### src/lmgs_pkg.sv
// ----------------------------------------------------------------------------
// lmgs_pkg: shared types and constants of the LED matrix scan engine
// Field widths, store geometry, command codes and the queue entry format.
// ----------------------------------------------------------------------------
package lmgs_pkg;

  // Store geometry
  localparam int MAX_FRAMES = 8;
  localparam int ROWS       = 8;
  localparam int CHANNELS   = 32;

  localparam int FRAME_W    = 3;
  localparam int ROW_W      = 3;
  localparam int CHAN_W     = 5;
  localparam int GRAY_W     = 12;
  localparam int DC_W       = 6;
  localparam int ADDR_W     = FRAME_W + ROW_W + CHAN_W;
  localparam int DEPTH      = MAX_FRAMES * ROWS * CHANNELS;

  // Serialiser geometry
  localparam int SCAN_BITS  = CHANNELS * GRAY_W;
  localparam int DC_BITS    = CHANNELS * DC_W;
  localparam int SCAN_BYTES = SCAN_BITS / 8;
  localparam int DC_BYTES   = DC_BITS / 8;
  localparam int BYTE_CNT_W = 6;

  // Command queue between front and back
  localparam int QDEPTH     = 4;
  localparam int QPTR_W     = 2;
  localparam int QCNT_W     = 3;

  // Configuration register defaults and address decode
  localparam logic [3:0] FRAMES_RESET  = 4'd5;
  localparam logic [7:0] REPEATS_RESET = 8'd40;
  localparam logic       REG_FRAMES    = 1'b0;
  localparam logic       REG_REPEATS   = 1'b1;

  typedef enum logic [1:0] {
    OP_GRAY_WR = 2'd0,
    OP_DC_WR   = 2'd1,
    OP_SEND_DC = 2'd2,
    OP_SCAN    = 2'd3
  } op_t;

  typedef enum logic [1:0] {
    BK_IDLE,
    BK_LOAD,
    BK_EMIT
  } back_state_t;

  // One decoded command waiting for the back end
  typedef struct packed {
    op_t                op;
    logic [ADDR_W-1:0]  addr;
    logic [GRAY_W-1:0]  level;
  } q_entry_t;

  // Queue status towards the back end
  typedef struct packed {
    logic valid;
    logic full;
  } q_status_t;

endpackage

### src/lmgs_front.sv
// ----------------------------------------------------------------------------
// lmgs_front: command intake and queue
// Accepts host commands, drops gray writes outside the store, forms the store
// address and holds decoded commands in a short queue for the back end.
// ----------------------------------------------------------------------------
module lmgs_front (
  input  logic                                clk,
  input  logic                                rst,
  input  logic                                push,
  output logic                                full,
  input  logic [1:0]                          cmd,
  input  logic [lmgs_pkg::FRAME_W-1:0]        frame_sel,
  input  logic [lmgs_pkg::ROW_W-1:0]          row_sel,
  input  logic [lmgs_pkg::CHAN_W-1:0]         channel_sel,
  input  logic [lmgs_pkg::GRAY_W-1:0]         level,
  input  logic                                take,
  output lmgs_pkg::q_status_t                 q_st,
  output lmgs_pkg::q_entry_t                  q_head
);

  lmgs_pkg::q_entry_t                 queue [lmgs_pkg::QDEPTH];
  lmgs_pkg::q_entry_t                 entry_in;
  logic [lmgs_pkg::QPTR_W-1:0]        wr_ptr;
  logic [lmgs_pkg::QPTR_W-1:0]        rd_ptr;
  logic [lmgs_pkg::QCNT_W-1:0]        count;
  logic                               in_range;
  logic                               accept;
  logic                               enq;

  // Classify: gray writes outside the frame store are dropped
  always_comb begin
    entry_in.op    = lmgs_pkg::op_t'(cmd);
    entry_in.addr  = {frame_sel, row_sel, channel_sel};
    entry_in.level = level;
    in_range = ({1'b0, frame_sel} < 4'(lmgs_pkg::MAX_FRAMES)) &&
               ({1'b0, row_sel}   < 4'(lmgs_pkg::ROWS));
  end

  assign full   = (count == lmgs_pkg::QCNT_W'(lmgs_pkg::QDEPTH));
  assign accept = push && !full;
  assign enq    = accept && (in_range || (entry_in.op != lmgs_pkg::OP_GRAY_WR));

  // Queue pointers and fill count
  always_ff @(posedge clk) begin
    if (rst) begin
      wr_ptr <= '0;
      rd_ptr <= '0;
      count  <= '0;
    end else begin
      if (enq)  wr_ptr <= wr_ptr + 1'b1;
      if (take) rd_ptr <= rd_ptr + 1'b1;
      case ({enq, take})
        2'b10:   count <= count + 1'b1;
        2'b01:   count <= count - 1'b1;
        default: count <= count;
      endcase
    end
  end

  // Queue storage
  always_ff @(posedge clk) begin
    if (enq) queue[wr_ptr] <= entry_in;
  end

  assign q_head   = queue[rd_ptr];
  assign q_st.valid = (count != '0);
  assign q_st.full  = full;

endmodule

### config.mk
export PLATFORM = sky130hd
export DESIGN_NAME = lmgs_front
export DESIGN_NICKNAME = d
export VERILOG_FILES = /design/src/lmgs_pkg.sv /design/src/lmgs_front.sv
export SDC_FILE = /design/constraint.sdc
export NUM_CORES = 1
export LEC_CHECK = 0
export BUFFER_PORTS_ARGS = -buffer_cell sky130_fd_sc_hd__buf_2
export CORE_ASPECT_RATIO = 1.4
export CORE_MARGIN = 1
export CORE_UTILIZATION = 30
export DETAILED_ROUTE_END_ITERATION = 8
export GPL_TIMING_DRIVEN = 0
export PLACE_DENSITY = 0.53
export RECOVER_POWER = 50
export SLEW_MARGIN = 10
export SYNTH_ARGS = -nofsm -noshare
export SYNTH_HDL_FRONTEND = slang
export SYNTH_SLANG_ARGS = --single-unit
### constraint.sdc
create_clock -name clk -period 3.7 [get_ports clk]
set_clock_uncertainty 0.2 [all_clocks]
set_input_delay 0.37 -clock clk [delete_from_list [all_inputs] [get_ports clk]]
set_output_delay 0.37 -clock clk [all_outputs]
set_load 0.02 [all_outputs]
# Word-level counts from Yosys, hierarchy flattened
# Memory sizes are Yosys's and may differ from the RTL's. A register that Yosys moved wholly into a read port is not among the register bits.
# Index checks and enable logic that the tools add are counted.
[word_totals]
ff_bits = 7
ram_bits = 100
output_inout_bits = 28
memories = 1
[mem_list]
columns = ["name", "depth", "width", "rd", "rd_clocked_by_memory_dff", "write_ports", "line_no", "rtl"]
rows = [
  ["queue", 4, 25, 1, 1, 1, "lmgs_front.sv:21", "lmgs_pkg::q_entry_t queue [lmgs_pkg::QDEPTH];"],
]
[classes]
add_sub_neg = 4
eq_ne = 3
mux = 5
n_reduce_logical = 4
[op_table]
columns = ["operator", "count"]
rows = [
  ["3-bit case mux with 2 select lines", 1],
  ["2-bit by 1-bit adder with 2-bit output, second input constant", 2],
  ["2-bit two-way mux", 2],
  ["3-bit by 1-bit adder with 3-bit output, second input constant", 1],
  ["3-bit == test, second input constant", 1],
  ["3-bit nonzero test", 1],
  ["3-bit by 1-bit subtractor with 3-bit output, second input constant", 1],
  ["2-bit by 1-bit == test with 1-bit output, second input constant", 1],
  ["2-bit == test, second input constant", 1],
  ["1-bit two-way mux", 2],
  ["2-bit nonzero test", 1],
  ["1-bit logical AND", 1],
  ["1-bit zero test", 1],
]

# Logic depth before layout (Yosys ltp)
[depth]
word_depth = 5
ltp_mapped = 9

# Least setup slack after synthesis
# No wires, ideal clock.
[synth_timing]
path_kind = "reg-to-reg"
from = "reg count[1] (netlist name)"
to = "reg count[2] (netlist name)"
setup_ps = 70
arrival_time_ps = 2188
t_required_ps = 3430
setup_slack_ps = 1242
path_stages_with_launch = 10
path_buffers = 0
period_less_slack_ps = 2458
cell_sequence = "dfxtp_1 > nor3b_2 > nor2_1 > inv_1 > ha_1 > inv_1 > fa_1 > xor2_1 > or3_1 > a21oi_1"
[synth_via]
elab_chain_len = 5
elab_cells_between_ends = 9
cone_classes = "2 x add/sub; 3 x eq/ne; 1 x mux; 3 x reduce/logical"
[synth_lines]
columns = ["element", "line_no", "rtl"]
rows = [
  ["start: declaration", "lmgs_front.sv:25", "logic [lmgs_pkg::QCNT_W-1:0] count;"],
  ["start signal: assignment", "lmgs_front.sv:53", "2'b10: count <= count + 1'b1;"],
  ["start signal: assignment", "lmgs_front.sv:54", "2'b01: count <= count - 1'b1;"],
  ["start signal: assignment", "lmgs_front.sv:55", "default: count <= count;"],
  ["3-bit == test *", "lmgs_front.sv:39", "assign full = (count == lmgs_pkg::QCNT_W'(lmgs_pkg::QDEPTH));"],
  ["net full", "lmgs_front.sv:10", "output logic full,"],
  ["1-bit zero test *", "lmgs_front.sv:40", "assign accept = push && !full;"],
  ["1-bit logical AND *", "lmgs_front.sv:40", ""],
  ["2-bit by 1-bit == test with 1-bit output / 2-bit == test (equally long branches)", "lmgs_front.sv:52", "case ({enq, take})"],
  ["3-bit case mux with 2 select lines / 2-bit nonzero test (equally long branches)", "-", ""],
]
# The timed path passes the listed nets; every way through them passes the cells marked *.
# A chain may end at the register's enable or synchronous reset.

==> impl_metrics.ini <==
[cts]
cts-root-buf = clkbuf_16
post_cts_buffers = 0
postCtsHoldBufs = 0
htreeDepth = 3
cts_buffers = 9
cts_resized = 0
path_clk_slew_ns = 0.07
cts_tree = built
insertion_delay_ns = 0.34
cts_sinks = 109
clk_path_buf_depth = 2

[run_status]
outcome = complete, no violations

[critical_path]
cp_max_fo = 10
cp_top_family = buffers and inverters
cp_data_arrival_time_ns = 2.09
critical_path_buf_inv_count = 3
crit_required_ns = 3.13
start_kind = flip-flop
endpoint_kind = output port
worstSetupPathType = flip-flop to output port
cpMaxStageDelayCell = clkbuf_1
cp_cell_sequence = clkbuf_1, buf_12, mux4_2, buf_2
cpPeakStageDelay_ns = 0.52

[synthesis]
ys_seq_elements = 109
ys_warn_count = 0
synthCells = 183
syn_area_per_cell_um2 = 22.5
synth_area_mm2 = 0.00412
synth_ff_type = edfxtp_1
syn_nets = 218
synth_cell_types = 24
async_reset_ff_frac = 0
yosysSeqAreaShare = 0.773
synth-edff-count = 100

[floorplan]
row_count = 50
die_h_um = 141
die_w_um = 101
core_mm2 = 0.0134
start_util = 0.308
die-area_mm2 = 0.0142
io_pins = 57

[global_route]
grt_use_met2 = 0.186
grt_max_degree = 26
use_met1 = 0.124
grt_use_met3 = 0.0283
grt_pass1_vias = 2072
grt_pass1_wl_um = 11100
track_usage = 0.109
overflow = 0
antenna_found_initial = 0
grt-busiest-layer = met2

[power_and_ir_drop]
finalPower_mw = 2.73
p_seq_frac = 0.532
p_int_mw = 2.09
p_sw_mw = 0.639
p_comb_frac = 0.135
p_leak_nw = 1.60
ir_drop_v = 0.000192
p_sw_frac = 0.234
cellPowerDensity_mw_per_mm2 = 562
pwr-share-clk = 0.332

[route]
final_antenna_net_count = 0
drt_iter0_drc = 80
drc = 0
avgRoutedWirePerCell_um = 16.3
first_pass_iters = 4
drt-total-wl_um = 7090
viasPerCell = 4.32
vias = 1883

[sta]
max_freq_mhz = 375
drv_slew = 0
fin_tns_setup_ns = 0
rsz0062_at_grt = false
finalSetupViolCount = 0
fin_crit_sh = 0.720
relSlewSlack = 0.519
period_needed_ns = 2.66
worst_pin_slew_ns = 0.721
hold_violations = 0

[worst_hold_path]
hp-class = input pin to flip-flop

[run]
cap_violations = 0

[final_layout]
final_common_cell = edfxtp_1
n_fill_cell = 1319
diodes = 0
stdcell_count = 436
syn_to_final_growth_pct = 18.0
final_cell_mix = 100 x edfxtp_1, 30 x clkbuf_1, 29 x buf_2
drive_gt1_frac = 0.276
nets = 284

[placement]
place_hpwl_um = 4560
place_congestion = 0.604
dp_cells = 420
port-buffer-count = 55
## cell type report
type	count	area, µm²	area share
tap	182	228	0.0468
clock inverter	7	56.3	0.0116
clock buffer	9	225	0.0463
multi-input combinational	59	833	0.171
buffer	8	70.1	0.0144
sequential	109	3180	0.655
timing repair buffer	55	240	0.0494
inverter	7	26.3	0.00540
## sequential cells by signal, indices dropped and copies added, names as in the netlist, named ones only
name / flops
wr_ptr: 2
queue: 100
rd_ptr: 2
count: 3
## cells in the mapped netlist (3+ instances only)
library cell / number / area share
inv_1: 7 / 0.0064
mux4_1: 5 / 0.032
a21oi_1: 3 / 0.0036
mux4_2: 20 / 0.11
or3_1: 3 / 0.0046
and2_1: 4 / 0.0061
edfxtp_1: 100 / 0.73
xor2_1: 3 / 0.0064
nor2_1: 7 / 0.0064
dfxtp_1: 9 / 0.044
ha_1: 5 / 0.015
## path summary, 6_finish.rpt
check                      start            to  slack (ns)  cells after the start
setup / recovery       flip-flop     q_head[4]        1.04                      4
hold / removal    channel_sel[2]  queue[2][14]        0.09                      1
setup reg to reg        count[2]      count[2]        1.05                      9
hold reg to reg        wr_ptr[1]     wr_ptr[1]        0.31                      2
## power by group through the flow
stage	clock network (mW)	registers, mW	logic (mW)
after floorplan	0	1.48	0.262
after CTS	0.938	1.46	0.392
final	0.908	1.46	0.370
after global placement	0	1.48	0.384
after global routing	0.989	1.46	0.407
after detailed placement	0	1.49	0.391
## metal layers
layer	vias to the layer above	part of all wire	routed length (µm)
li1	876	-	-
met1	959	0.41	2910
met2	40	0.53	3760
met3	8	0.040	282
met4	0	0.019	132
met5	-	0	0
## logic make-up (layout without fill, tap and decap cells)
group,count (synthesis),count (layout),share of synthesized area
xor gates and xnor gates,4,4,0.00850
buffers and inverters,15,86,0.0252
and+or+nand+nor,18,18,0.0240
adders and majority gates,6,6,0.0200
muxes,26,26,0.144
DFF,109,109,0.773
AOI/OAI and AO/OA,5,5,0.00607
## metrics by stage
step / instance area, µm² / utilization / setup slack (ns) / hold WS [ns]
floorplan: 4120 / - / 1.24 / 0.260
global placement: 4620 / 0.345 / 1.06 / 0.287
detailed placement: 4630 / 0.346 / 1.24 / 0.308
CTS: 4910 / 0.367 / 1.22 / 0.0319
global route: 4860 / 0.363 / 0.762 / 0.0917
finish: 4860 / 0.363 / 1.04 / 0.0868
Power figures use the tool's default switching activity.
